===== src/hw/rtl/ukrt_pkg.sv =====
`default_nettype none
// ============================================================================
// ukrt_pkg
// Shared types and constants of the unique-key record table.
// ============================================================================
package ukrt_pkg;

    localparam int TABLE_DEPTH = 64;
    localparam int ADDR_W      = (TABLE_DEPTH > 1) ? $clog2(TABLE_DEPTH) : 1;
    localparam int CNT_W       = $clog2(TABLE_DEPTH + 1);
    localparam int NAME_BYTES  = 29;

    localparam logic [1:0] OP_INSERT = 2'd0;
    localparam logic [1:0] OP_SEARCH = 2'd1;
    localparam logic [1:0] OP_UPDATE = 2'd2;

    localparam logic [2:0] ST_OK        = 3'd0;
    localparam logic [2:0] ST_DUP_NUM   = 3'd1;
    localparam logic [2:0] ST_DUP_NAME  = 3'd2;
    localparam logic [2:0] ST_NOT_FOUND = 3'd3;
    localparam logic [2:0] ST_FULL      = 3'd4;

    typedef struct packed {
        logic [1:0]         opcode;
        logic signed [31:0] part_number;
        logic [63:0]        name_bytes_lo;
        logic [63:0]        name_bytes_mid;
        logic [63:0]        name_bytes_upper;
        logic [39:0]        name_bytes_top;
        logic signed [31:0] stock_quantity;
    } in_word_t;

    typedef struct packed {
        logic [2:0]         status;
        logic signed [31:0] found_quantity;
        logic [63:0]        found_name_lo;
        logic [63:0]        found_name_mid;
        logic [63:0]        found_name_upper;
        logic [39:0]        found_name_top;
    } out_word_t;

    // Byte i of the name sits at bits 8*i+7 .. 8*i.
    typedef struct packed {
        logic [39:0] top;
        logic [63:0] upper;
        logic [63:0] mid;
        logic [63:0] lo;
    } name_t;

    typedef struct packed {
        logic [1:0]  opcode;
        logic [31:0] key;
        name_t       name;
        logic [31:0] quantity;
    } cmd_t;

    typedef struct packed {
        logic [31:0] key;
        name_t       name;
    } rec_t;

    typedef enum logic [1:0] {
        BK_IDLE,
        BK_SCAN,
        BK_COMMIT
    } back_state_t;

endpackage : ukrt_pkg
`default_nettype wire


===== src/hw/rtl/ukrt_front.sv =====
`default_nettype none
// ============================================================================
// ukrt_front
// Accepts input words, cuts the name at its first zero byte and holds the
// commands in a two-entry queue in front of the table engine.
// ============================================================================
module ukrt_front
    import ukrt_pkg::*;
(
    input  wire logic     clk,
    input  wire logic     rst_n,
    input  wire logic     push,
    output logic          full,
    input  wire in_word_t item,
    output cmd_t          cmd,
    output logic          cmd_valid,
    input  wire logic     cmd_ready
);

    localparam int NB = NAME_BYTES;

    name_t             raw_name;
    name_t             canon_name;
    logic [NB-1:0]     nz;
    logic [NB-1:0]     keep;
    cmd_t              cmd_in;

    cmd_t              q_mem_reg [2];
    logic              wr_ptr_reg, wr_ptr_next;
    logic              rd_ptr_reg, rd_ptr_next;
    logic [1:0]        cnt_reg, cnt_next;
    logic              do_push, do_pop;

    assign raw_name = '{top: item.name_bytes_top, upper: item.name_bytes_upper,
                        mid: item.name_bytes_mid, lo: item.name_bytes_lo};

    // A byte survives only if every byte before it is nonzero.
    always_comb
    begin
        for (int i = 0; i < NB; i++)
        begin
            nz[i] = (raw_name[8*i +: 8] != 8'd0);
        end
        for (int i = 0; i < NB; i++)
        begin
            keep[i] = &(nz | ~((NB'(1) << i) - NB'(1)));
        end
        canon_name = '0;
        for (int i = 0; i < NB; i++)
        begin
            canon_name[8*i +: 8] = keep[i] ? raw_name[8*i +: 8] : 8'd0;
        end
    end

    assign cmd_in = '{opcode: item.opcode, key: item.part_number, name: canon_name,
                      quantity: item.stock_quantity};

    assign full      = (cnt_reg == 2'd2);
    assign cmd_valid = (cnt_reg != 2'd0);
    assign cmd       = q_mem_reg[rd_ptr_reg];
    assign do_push   = push && !full;
    assign do_pop    = cmd_valid && cmd_ready;

    always_comb
    begin
        wr_ptr_next = do_push ? !wr_ptr_reg : wr_ptr_reg;
        rd_ptr_next = do_pop ? !rd_ptr_reg : rd_ptr_reg;
        cnt_next    = cnt_reg + 2'(do_push) - 2'(do_pop);
    end

    always_ff @(posedge clk or negedge rst_n)
    begin
        if (!rst_n)
        begin
            wr_ptr_reg <= 1'b0;
            rd_ptr_reg <= 1'b0;
            cnt_reg    <= 2'd0;
        end
        else
        begin
            wr_ptr_reg <= wr_ptr_next;
            rd_ptr_reg <= rd_ptr_next;
            cnt_reg    <= cnt_next;
        end
    end

    always_ff @(posedge clk)
    begin
        if (do_push)
        begin
            q_mem_reg[wr_ptr_reg] <= cmd_in;
        end
    end

endmodule : ukrt_front
`default_nettype wire


===== config.mk =====
export PLATFORM = sky130hd
export DESIGN_NAME = ukrt_front
export DESIGN_NICKNAME = d
export VERILOG_FILES = /design/src/hw/rtl/ukrt_pkg.sv /design/src/hw/rtl/ukrt_front.sv
export SDC_FILE = /design/constraint.sdc
export NUM_CORES = 1
export LEC_CHECK = 0
export BUFFER_PORTS_ARGS = -buffer_cell sky130_fd_sc_hd__buf_2
export CAP_MARGIN = 20
export CORE_AREA = 3 3 231 233
export DETAILED_ROUTE_END_ITERATION = 12
export DIE_AREA = 0 0 234 236
export PLACE_DENSITY = 0.82
export SYNTH_ARGS = -nofsm -noshare
export SYNTH_HDL_FRONTEND = slang
export SYNTH_SLANG_ARGS = --single-unit
export TNS_END_PERCENT = 50

===== constraint.sdc =====
create_clock -name clk -period 15.39 [get_ports clk]
set_input_delay 0.7695 -clock clk [delete_from_list [all_inputs] [get_ports clk]]
set_output_delay 0.7695 -clock clk [all_outputs]
set_load 0.01 [all_outputs]

## Word level (Yosys, flattened, before mapping)

Memory sizes are Yosys's and may differ from the RTL's.
Index checks and enable logic that the tools add are counted.

- Register bits after elaboration: 4
- Memory bits (writable): 596
- Input port bits: 302
- Output and inout port bits: 300
- Word-level logic and storage cells: 98
- Memories: 1

Memory list:

| memory | depth | bits a word | rd ports | clocked after memory_dff | wr ports | line | RTL |
|---|---|---|---|---|---|---|---|
| q_mem_reg | 2 | 298 | 1 | 0 | 1 | ukrt_front.sv:28 | `cmd_t q_mem_reg [2];` |

- Add/subtract/negate cells: 2
- Equal/unequal tests: 1
- Mux-type cells: 30
- Reduce and logical (&&, ||, !) cells: 61

Operators with widths:

| operator | number |
|---|---|
| $mux W8 | 28 |
| $reduce_bool A8 Y1 | 28 |
| $reduce_and A28 Y1 | 1 |
| $reduce_and A27 Y1 | 1 |
| $reduce_and A26 Y1 | 1 |
| $reduce_and A25 Y1 | 1 |
| $reduce_and A24 Y1 | 1 |
| $reduce_and A23 Y1 | 1 |
| $reduce_and A22 Y1 | 1 |
| $reduce_and A21 Y1 | 1 |
| $reduce_and A20 Y1 | 1 |
| $reduce_and A19 Y1 | 1 |
| $reduce_and A18 Y1 | 1 |
| $reduce_and A17 Y1 | 1 |
| $reduce_and A16 Y1 | 1 |
| $reduce_and A15 Y1 | 1 |
| $reduce_and A14 Y1 | 1 |
| $reduce_and A13 Y1 | 1 |
| $reduce_and A12 Y1 | 1 |
| $reduce_and A11 Y1 | 1 |
| $reduce_and A10 Y1 | 1 |
| $reduce_and A9 Y1 | 1 |
| $reduce_and A8 Y1 | 1 |
| $reduce_and A7 Y1 | 1 |
| other kinds (12) | 16 |

## Logic depth before layout (Yosys ltp)

Gate-level depths: netlist of run 1.

- Depth in word-level cells: 5
- Mapped depth: 8
- Depth with buffers taken out: 7

## Worst setup path after synthesis of run 1

OpenSTA, ideal clock, no wires.

- Path type: input to register
- From: input port push
- To: memory q_mem_reg[0][0] (netlist name), enable pin
- Library setup time: 963 ps
- Arrival time: 13202 ps
- Required time: 14427 ps
- Setup slack: 1225 ps
- Stages on the path: 2
- Buffers on the path: 0
- Cells stage by stage: nand2_1 > nor2_1

- Longest elaborated chain between the ends: 3

Ends and longest elaborated chain:

| element | line | RTL |
|---|---|---|
| start: declaration | ukrt_front.sv:12 | `input wire logic push,` |
| $logic_and A1 B1 Y1 | ukrt_front.sv:61 | `assign do_push = push && !full;` |
| $mux W1 | ukrt_front.sv:89 | `if (do_push)` |
| $mux W1 (implied by the code) | ukrt_front.sv:91 | `q_mem_reg[wr_ptr_reg] <= cmd_in;` |
| end: declaration | ukrt_front.sv:28 |  |

Every way passes these cells.

==> impl_metrics.tcl, run 1 <==
set metrics [dict create \
    critPathArrivalTime_ns 3.54 \
    layout-drive-gt1-share_pct 49.4 \
    startpoint_type "flop" \
    dieHeight_um 236 \
    clock-sinks 600 \
    die_width_um 234 \
    slew_violations 0 \
    power.total_uw 5300 \
    internal-power_uw 3680 \
    path_class "reg2out" \
    ir_drop_mv 0.124 \
    worst_clock_skew_ns 0.0209 \
    rsz0062_at_grt "no" \
    grt_overflow 0 \
    wl_per_cell_um 22.8 \
    cp-end-kind "output pin" \
    clk_pin_slew_ns 0.06 \
    cp_max_fo 70 \
    synthCells 1407 \
    min_period_ns 4.31 \
    final_common_cell "buf_2" \
    via_per_inst 5.50 \
    syn_area_per_cell_um2 17.2 \
    max_slew_margin_pct 31.8 \
    layout_common_cells "buf_2 (601), edfxtp_1 (596), mux2_2 (298)" \
    largest_reg_flops 596 \
    grt_max_degree 154 \
    area_growth_pct 22.9 \
    seq_area_frac_synth_pct 74.3 \
    gp_congestion 0.966 \
    post-route-period-util_pct 28.0 \
    cts_tree "done" \
    port_buffers 601 \
    wirelength_mm 62.8 \
    first_pass_iters 5 \
    finalSetupTns_ns 0 \
    cts_setup_buffers 0 \
    antenna_found_initial 11 \
    synth.distinct_cells 34 \
    ios 602 \
    rows 83 \
    ant_nets 0 \
    place_area_um2 27900 \
    p_leak_uw 0.0112 \
    drt-initial-drc-count 1162 \
    syn-num-nets 1711 \
    hold-worst-slack_ns 0.351 \
    cts_max_level 2 \
    powerDensity_nw_per_um2 178 \
    grt_pass1_wl_mm 92.2 \
    clockBufferDepth 3 \
    cap_violations 0 \
    yosys_register_bits 600 \
    power.switching_uw 1620 \
    worst_slew_pin_slew_ns 1.02 \
    hold_viol 0 \
    setup_viol 0 \
    drc 0 \
    core_um2 51400 \
    cts-root-buf "clkbuf_16" \
    grt.total_usage_pct 21.8 \
    status "complete, no violations" \
    fin_util_pct 57.9 \
    hp-class "in2reg" \
    dp_hpwl_mm 43.8 \
    clk_latency_ns 0.60 \
    nNetsFinal 2322 \
    cts_buffers 59 \
    p_clk_share_pct 25.2 \
    stdcell_area_um2 29800 \
    initial_core_util_pct 47.1 \
    yosysWarningCount 0 \
    p_comb_share_pct 30.4 \
    syn_area_um2 24200 \
    die-area_um2 55200 \
    vias 15135 \
    grt_pass1_vias 15708 \
    p_sw_share_pct 30.5 \
    p_seq_share_pct 44.5 \
    cp.required_ns 14.62 \
    max_freq_mhz 232 \
]
-- power groups by stage --
stage | logic, uW | clock network [uW] | registers (uW)
floorplan | 985 | 0 | 2500
global placement | 1590 | 0 | 2360
detailed placement | 1600 | 0 | 2390
CTS | 1620 | 1360 | 2360
global route | 1720 | 1430 | 2380
finish | 1610 | 1330 | 2350
-- metal layers --
layer	part of all wire (%)	global-route usage (%)
met2	51	38.1
met4	3.1	7.20
met1	36	25.7
met5	0.051	0
met3	9.7	6.47
-- stage by stage --
stage	setup slack [ns]	std cells
4_1_cts	10.99	2738
5_1_grt	10.86	2743
2_1_floorplan	1.23	1407
3_3_place_gp	11.66	2634
3_5_place_dp	11.54	2634
6_report	11.08	2751
-- path summary, 6_finish.rpt --
| kind | startpoint | end | slack, ns | cells past startpoint |
|---|---|---|---|---|
| min in group asynchronous | rst_n | cnt_reg[0] | 0.51 | 2 |
| max in group asynchronous | rst_n | rd_ptr_reg | 14.74 | 2 |
| hold reg to reg | cnt_reg[1] | cnt_reg[1] | 0.50 | 1 |
| setup / recovery | rd_ptr_reg | cmd[81] | 11.08 | 4 |
| setup reg to reg | cnt_reg[1] | q_mem_reg[1][181] | 11.99 | 4 |
| hold / removal | item[28] | q_mem_reg[1][28] | 0.35 | 1 |
-- cell usage after synthesis (all sizes together) --
cell | number | area share, %
xnor2 | 3 | 0.11
nand2 | 45 | 0.71
or2 | 2 | 0.052
a21boi | 2 | 0.062
buf | 40 | 0.83
nand4 | 9 | 0.23
nor3b | 9 | 0.28
edfxtp | 596 | 74
o21ai | 16 | 0.33
clkbuf | 33 | 0.51
nor2 | 43 | 0.68
nand3 | 43 | 0.89
and3 | 52 | 1.3
mux2 | 298 | 14
nand2b | 1 | 0.026
and2 | 75 | 1.9
dfrtp | 4 | 0.41
nor4 | 58 | 1.8
a21oi | 1 | 0.021
or4 | 16 | 0.50
ha | 2 | 0.10
and4 | 11 | 0.40
xor2 | 1 | 0.036
nor4b | 1 | 0.036
nor3 | 44 | 0.91
inv | 2 | 0.031
-- timing repair --
action	4_1_cts	5_1_grt
endpoints found under the hold margin	4	0
hold buffers	1	0
resized for setup	0	0
-- area by class of cell --
| cell class | count | area [um2] |
|---|---|---|
| antenna | 11 | 27.5 |
| clock buffer | 74 | 1550 |
| clock inverter | 29 | 215 |
| fill | 3879 | 21600 |
| inverter | 2 | 7.51 |
| multi-input combinational | 732 | 5910 |
| sequential | 600 | 18000 |
| tap | 680 | 851 |
| timing repair buffer | 623 | 3210 |
-- worst max-delay path, cell delays in order, from the launching register on --
cell     delay (ns)
dfrtp_4        0.75
buf_4          0.64
buf_4          0.86
mux2_2         0.45
buf_2          0.15
-- kinds of logic after synthesis --
group                    after synthesis  share of synthesized area [%]
XOR/XNOR                               4                          0.145
buffers and inverters                 75                           1.37
adder cells (fa/ha/maj)                2                          0.103
multiplexers                         298                           13.9
AND/OR/NAND/NOR                      409                           9.82
flip-flops                           600                           74.3
AO/OA/AOI/OAI                         19                          0.413
Power figures use the tool's default switching activity.
==> run 2: changes to the inputs <==
--- a/config.mk
+++ b/config.mk
@@ -7,9 +7,9 @@
 export LEC_CHECK = 0
 export BUFFER_PORTS_ARGS = -buffer_cell sky130_fd_sc_hd__buf_2
 export CAP_MARGIN = 20
-export CORE_AREA = 3 3 231 233
+export CORE_AREA = 3 3 236 238
 export DETAILED_ROUTE_END_ITERATION = 12
-export DIE_AREA = 0 0 234 236
+export DIE_AREA = 0 0 239 241
 export PLACE_DENSITY = 0.82
 export SYNTH_ARGS = -nofsm -noshare
 export SYNTH_HDL_FRONTEND = slang
==> constraint.sdc (replaced) <==
create_clock -name clk -period 3.55 [get_ports clk]
set_input_delay 0.1775 -clock clk [delete_from_list [all_inputs] [get_ports clk]]
set_output_delay 0.1775 -clock clk [all_outputs]
set_load 0.01 [all_outputs]
==> run 2 against run 1 <==
Effect of this change: sequential power increased to 4.4 times the previous value; hold slack worse by 0.33 ns; final cell count rose by 12%; sequential share of layout area shrank 6.2 points; clock-buffer cell count down 2; core utilization rose by 3.8 points; critical path type is now in2reg; largest cell class unchanged; largest power group unchanged.
==> impl_metrics.tcl, run 2 (same netlist as run 1, synthesis figures left out) <==
set metrics [dict create \
    status "complete, no violations" \
    nNetsFinal 2642 \
    r2r-end "q_mem_reg[0][84]" \
    setup_viol 0 \
    clk_pin_slew_ns 0.06 \
    cts_tree "done" \
    powerDensity_nw_per_um2 727 \
    critPathBufInv 3 \
    slew_violations 0 \
    first_pass_iters 6 \
    fillCellCount 3573 \
    post-route-period-util_pct 83.4 \
    cts-root-buf "clkbuf_16" \
    drc 0 \
    crit_top_cell "nor4_1" \
    dieHeight_um 241 \
    max_stage_delay_ns 0.65 \
    rows 85 \
    port_buffers 601 \
    reg2reg_slack_ns 1.47 \
    grt_overflow 0 \
    initial_core_util_pct 45.0 \
    fin_util_pct 61.7 \
    antenna_found_initial 9 \
    ios 602 \
    path_cells "dlygate4sd3_1, buf_2, nor4_1, nand2_1, and3_1, nand4_1, buf_12, nor4_1" \
    wl_per_cell_um 23.9 \
    power.total_uw 24100 \
    holdPathEnd "q_mem_reg[1][207]" \
    path_class "in2reg" \
    final_common_cell "buf_2" \
    startpoint_type "input port" \
    clk_latency_ns 0.60 \
    die_width_um 239 \
    via_per_inst 5.55 \
    vias 17179 \
    layout-drive-gt1-share_pct 43.8 \
    grt_max_degree 97 \
    placed_cells 2673 \
    worst_slew_pin_slew_ns 1.09 \
    max_slew_margin_pct 27.6 \
    cp_max_fo 96 \
    worst_clock_skew_ns 0.0183 \
    hold_depth 3 \
    fin_ws_ns 0.591 \
    wirelength_mm 74.1 \
    rr_startpoint "cnt_reg[1]" \
    critPathArrivalTime_ns 3.29 \
    dp_hpwl_mm 44.9 \
    cp_num_cells 8 \
    rr_worst_depth 5 \
    grt.total_usage_pct 24.6 \
    min_period_ns 2.96 \
    slowest_stage "and3_1" \
    cp-end-kind "flop" \
    cts_max_level 2 \
    gp_congestion 0.888 \
    grt_pass1_vias 18054 \
    finalSetupTns_ns 0 \
    p_leak_uw 0.0127 \
    cap_violations 0 \
    dp_slack_ns 0.723 \
    hold_viol 0 \
    largest_reg_flops 596 \
    ir_drop_mv 0.621 \
    ant_nets 0 \
    crit_family "simple AND/OR/NAND/NOR gates" \
    final_cell_count_no_fill 3094 \
    die-area_um2 57600 \
    max_freq_mhz 338 \
    core_um2 53800 \
    cp.required_ns 3.88 \
    rsz0062_at_grt "no" \
    cts_resized 0 \
    layout_common_cells "buf_2 (601), edfxtp_1 (596), dlygate4sd3_1 (299)" \
    cts_buffers 60 \
    hp-class "in2reg" \
    area_growth_pct 37.0 \
    drt-initial-drc-count 1341 \
    clockBufferDepth 3 \
    grt_pass1_wl_mm 108 \
    clock-sinks 600 \
    hp-start "item[119]" \
]
[run 2: cell types whose count changed in the layout (fill, tap and decap cells not counted), sizes merged]
cell / change
clkinvlp: -3
inv: +1
clkinv: +14
bufinv: +1
buf: +21
clkdlybuf4s18: +1
dlygate4sd3: +298
clkbuf: -3
diode: -3
[run 2: metrics by stage]
stage,hold WS [ns],cell area (um2)
6_report,0.0192,33200
5_1_grt,0.00643,33200
4_1_cts,0.000967,33200
3_5_place_dp,-0.0140,28300
3_3_place_gp,-0.0162,28300
2_1_floorplan,-0.118,24200
[run 2: worst max path at each step]
stage                              to  slack [ns]       start
finish              q_mem_reg[1][219]        0.59   item[207]
global route        q_mem_reg[1][219]        0.50   item[205]
CTS                           cmd[53]        0.72  rd_ptr_reg
detailed placement  q_mem_reg[0][164]        0.72   item[201]
global placement    q_mem_reg[0][160]        0.83   item[201]
floorplan             q_mem_reg[0][0]       -1.88  cnt_reg[1]
[run 2: metal layers]
layer	wire (um)	vias up	track usage (%)
met5	8	-	0
met4	3250	2	10.6
met3	6710	230	5.95
met2	38300	1188	43.8
met1	25800	8378	28.3
li1	-	7381	-
[run 2: repair_timing]
action	in CTS	in global routing
hold buffers	299	0
setup buffers	0	0
endpoints found under the hold margin	596	0
[run 2: final cells by class]
type	count	area [um2]	share of cell area, %
clock inverter	42	283	0.852
multi-input combinational	732	5920	17.8
clock buffer	72	1570	4.72
antenna	8	20.0	0.0603
inverter	2	7.51	0.0226
tap	696	871	2.62
timing repair buffer	942	6520	19.6
sequential	600	18000	54.2
[run 2: where the power goes]
part	internal (uW)	switching, uW	total [uW]
sequential	9730	549	10300
combinational	3430	4340	7770
clock	3360	2720	6080
total	16500	7610	24100
[run 2: worst register-to-register path, stage by stage, from the launching register on]
cell      delay (ns)
dfrtp_1         0.40
nand2b_1        0.15
nand2_2         0.12
nor2_4          0.39
buf_12          0.29
buf_4           0.40
==> run 3: changes to the inputs <==
==> constraint.sdc (replaced) <==
create_clock -name clk -period 2.4 [get_ports clk]
set_input_delay 0.12 -clock clk [delete_from_list [all_inputs] [get_ports clk]]
set_output_delay 0.12 -clock clk [all_outputs]
set_load 0.01 [all_outputs]
==> run 3 against run 2 <==
Effect of this change: via count up 1.3%; sequential power up 47%; combinational power up 54%; critical endpoint is now cmd[231].
==> impl_metrics.tcl, run 3 (same netlist as run 1, synthesis figures left out) <==
set metrics [dict create \
    status "complete, no violations" \
    antenna_found_initial 5 \
    grt_max_degree 64 \
    highest_layer "met5" \
    hold-worst-slack_ns 0.236 \
    cp-end-kind "output pin" \
    worst_slew_pin_slew_ns 1.04 \
    first_pass_iters 7 \
    dieHeight_um 241 \
    max_slew_margin_pct 30.8 \
    nNetsFinal 2678 \
    grt_pass1_vias 18835 \
    rr_worst_depth 5 \
    cts_tree "done" \
    cap_violations 0 \
    ant_nets 0 \
    cts-root-buf "clkbuf_16" \
    fin_ws_ns 0.0613 \
    wl_met3_mm 7.38 \
    cts_max_level 2 \
    rsz0062_at_grt "yes" \
    via_per_inst 5.58 \
    core_um2 53800 \
    rows 85 \
    cts_buffers 59 \
    grt_overflow 0 \
    cp_max_fo 35 \
    largest_reg_flops 596 \
    grt_pass1_wl_mm 113 \
    min_period_ns 2.34 \
    routedLengthMet1_mm 26.5 \
    dp_slack_ns -0.178 \
    die-area_um2 57600 \
    hold_depth 2 \
    critPathArrivalTime_ns 2.22 \
    port_buffers 601 \
    setup_viol 0 \
    cp.required_ns 2.28 \
    post-route-period-util_pct 97.4 \
    final_common_cell "buf_2" \
    layout_common_cells "buf_2 (603), edfxtp_1 (596), dlygate4sd3_1 (302)" \
    drc 0 \
    clk_latency_ns 0.61 \
    clock-sinks 600 \
    wl_per_cell_um 25.0 \
    worst_clock_skew_ns 0.0283 \
    powerDensity_nw_per_um2 1070 \
    path_cells "buf_12, buf_12, mux2_2, buf_2" \
    wl_met2_mm 39.9 \
    clockBufferDepth 3 \
    initial_core_util_pct 45.0 \
    hp-class "in2reg" \
    drt-initial-drc-count 1531 \
    dp_hpwl_mm 46.9 \
    grt.total_usage_pct 25.8 \
    wirelength_mm 77.9 \
    max_freq_mhz 428 \
    area_growth_pct 38.4 \
    ios 602 \
    max_stage_delay_ns 0.57 \
    die_width_um 239 \
    hold_viol 0 \
    slowest_stage "dfrtp_4" \
    vias 17404 \
    gp_congestion 0.931 \
    startpoint_type "flop" \
    slew_violations 0 \
    clk_pin_slew_ns 0.07 \
    layout-drive-gt1-share_pct 44.3 \
    path_class "reg2out" \
    ir_drop_mv 0.737 \
    crit_top_cell "buf_12" \
    p_leak_uw 0.0128 \
]
-- run 3: cell types whose count changed in the layout (fill, tap and decap cells not counted), moves of 2 or more --
cell / before / now
diode_2: 8 / 4
clkinv_1: 18 / 14
buf_4: 25 / 48
clkbuf_1: 11 / 15
buf_12: 16 / 24
buf_2: 601 / 603
clkinvlp_4: 1 / 3
dlygate4sd3_1: 299 / 302
clkinv_2: 16 / 6
-- run 3: what timing repair did --
action                     4_1_cts  5_1_grt
pin swaps                        0        1
setup endpoints to repair       74      116
resized for setup                1        1
hold endpoints to repair       602        0
buffers inserted                 3        3
hold buffers                   302        0
-- run 3: through the flow --
| stage | cells | utilization [%] | power [uW] | instance area (um2) | TNS (ns) |
|---|---|---|---|---|---|
| final | 3118 | 62.3 | 36000 | 33500 | 0 |
| after global routing | 3116 | 62.3 | 37100 | 33500 | -0.00642 |
| after CTS | 3109 | 62.2 | 35600 | 33500 | 0 |
| after detailed placement | 2699 | 53.2 | 26400 | 28600 | -3.42 |
| after global placement | 2698 | 53.2 | 26100 | 28600 | -0.144 |
| after floorplan | 1407 | - | 21600 | 24200 | -1553.53 |
-- run 3: area by class of cell --
| cell class | instances | area, um2 |
|---|---|---|
| multi-input cells | 732 | 5920 |
| diodes | 4 | 10.0 |
| clock inverters | 30 | 238 |
| clock buffers | 75 | 1560 |
| well taps | 696 | 871 |
| repair buffers | 979 | 6900 |
| fillers | 3566 | 20300 |
| flip-flops and latches | 600 | 18000 |
| inverters | 2 | 7.51 |
-- run 3: report_power, final --
part           switching, uW  leakage, uW  total [uW]  internal, uW
registers                688      0.00559       15100         14400
clock network           3960     0.000865        8860          4890
logic                   6780      0.00637       12000          5260
-- run 3: final timing paths --
check                            from                to  slack (ns)
min reg2reg                cnt_reg[1]        cnt_reg[1]        0.52
min in group asynchronous       rst_n        rd_ptr_reg        0.47
min                          item[31]  q_mem_reg[1][31]        0.24
max in group asynchronous       rst_n        rd_ptr_reg        1.73
max reg2reg                cnt_reg[1]   q_mem_reg[0][2]        0.52
max                        rd_ptr_reg          cmd[231]        0.06
-- run 3: worst max-delay path: cells and delay by family (launching register included) --
family / cells / cell delay (ns)
buf+inv: 3 / 0.61
flops: 1 / 0.57
mux: 1 / 0.41
-- run 3: per-layer routing --
metal | global-route usage, % | up-vias
met5 | 0 | -
met4 | 12.9 | 6
met3 | 7.20 | 273
met2 | 45.9 | 1166
met1 | 28.6 | 8501
li1 | - | 7458
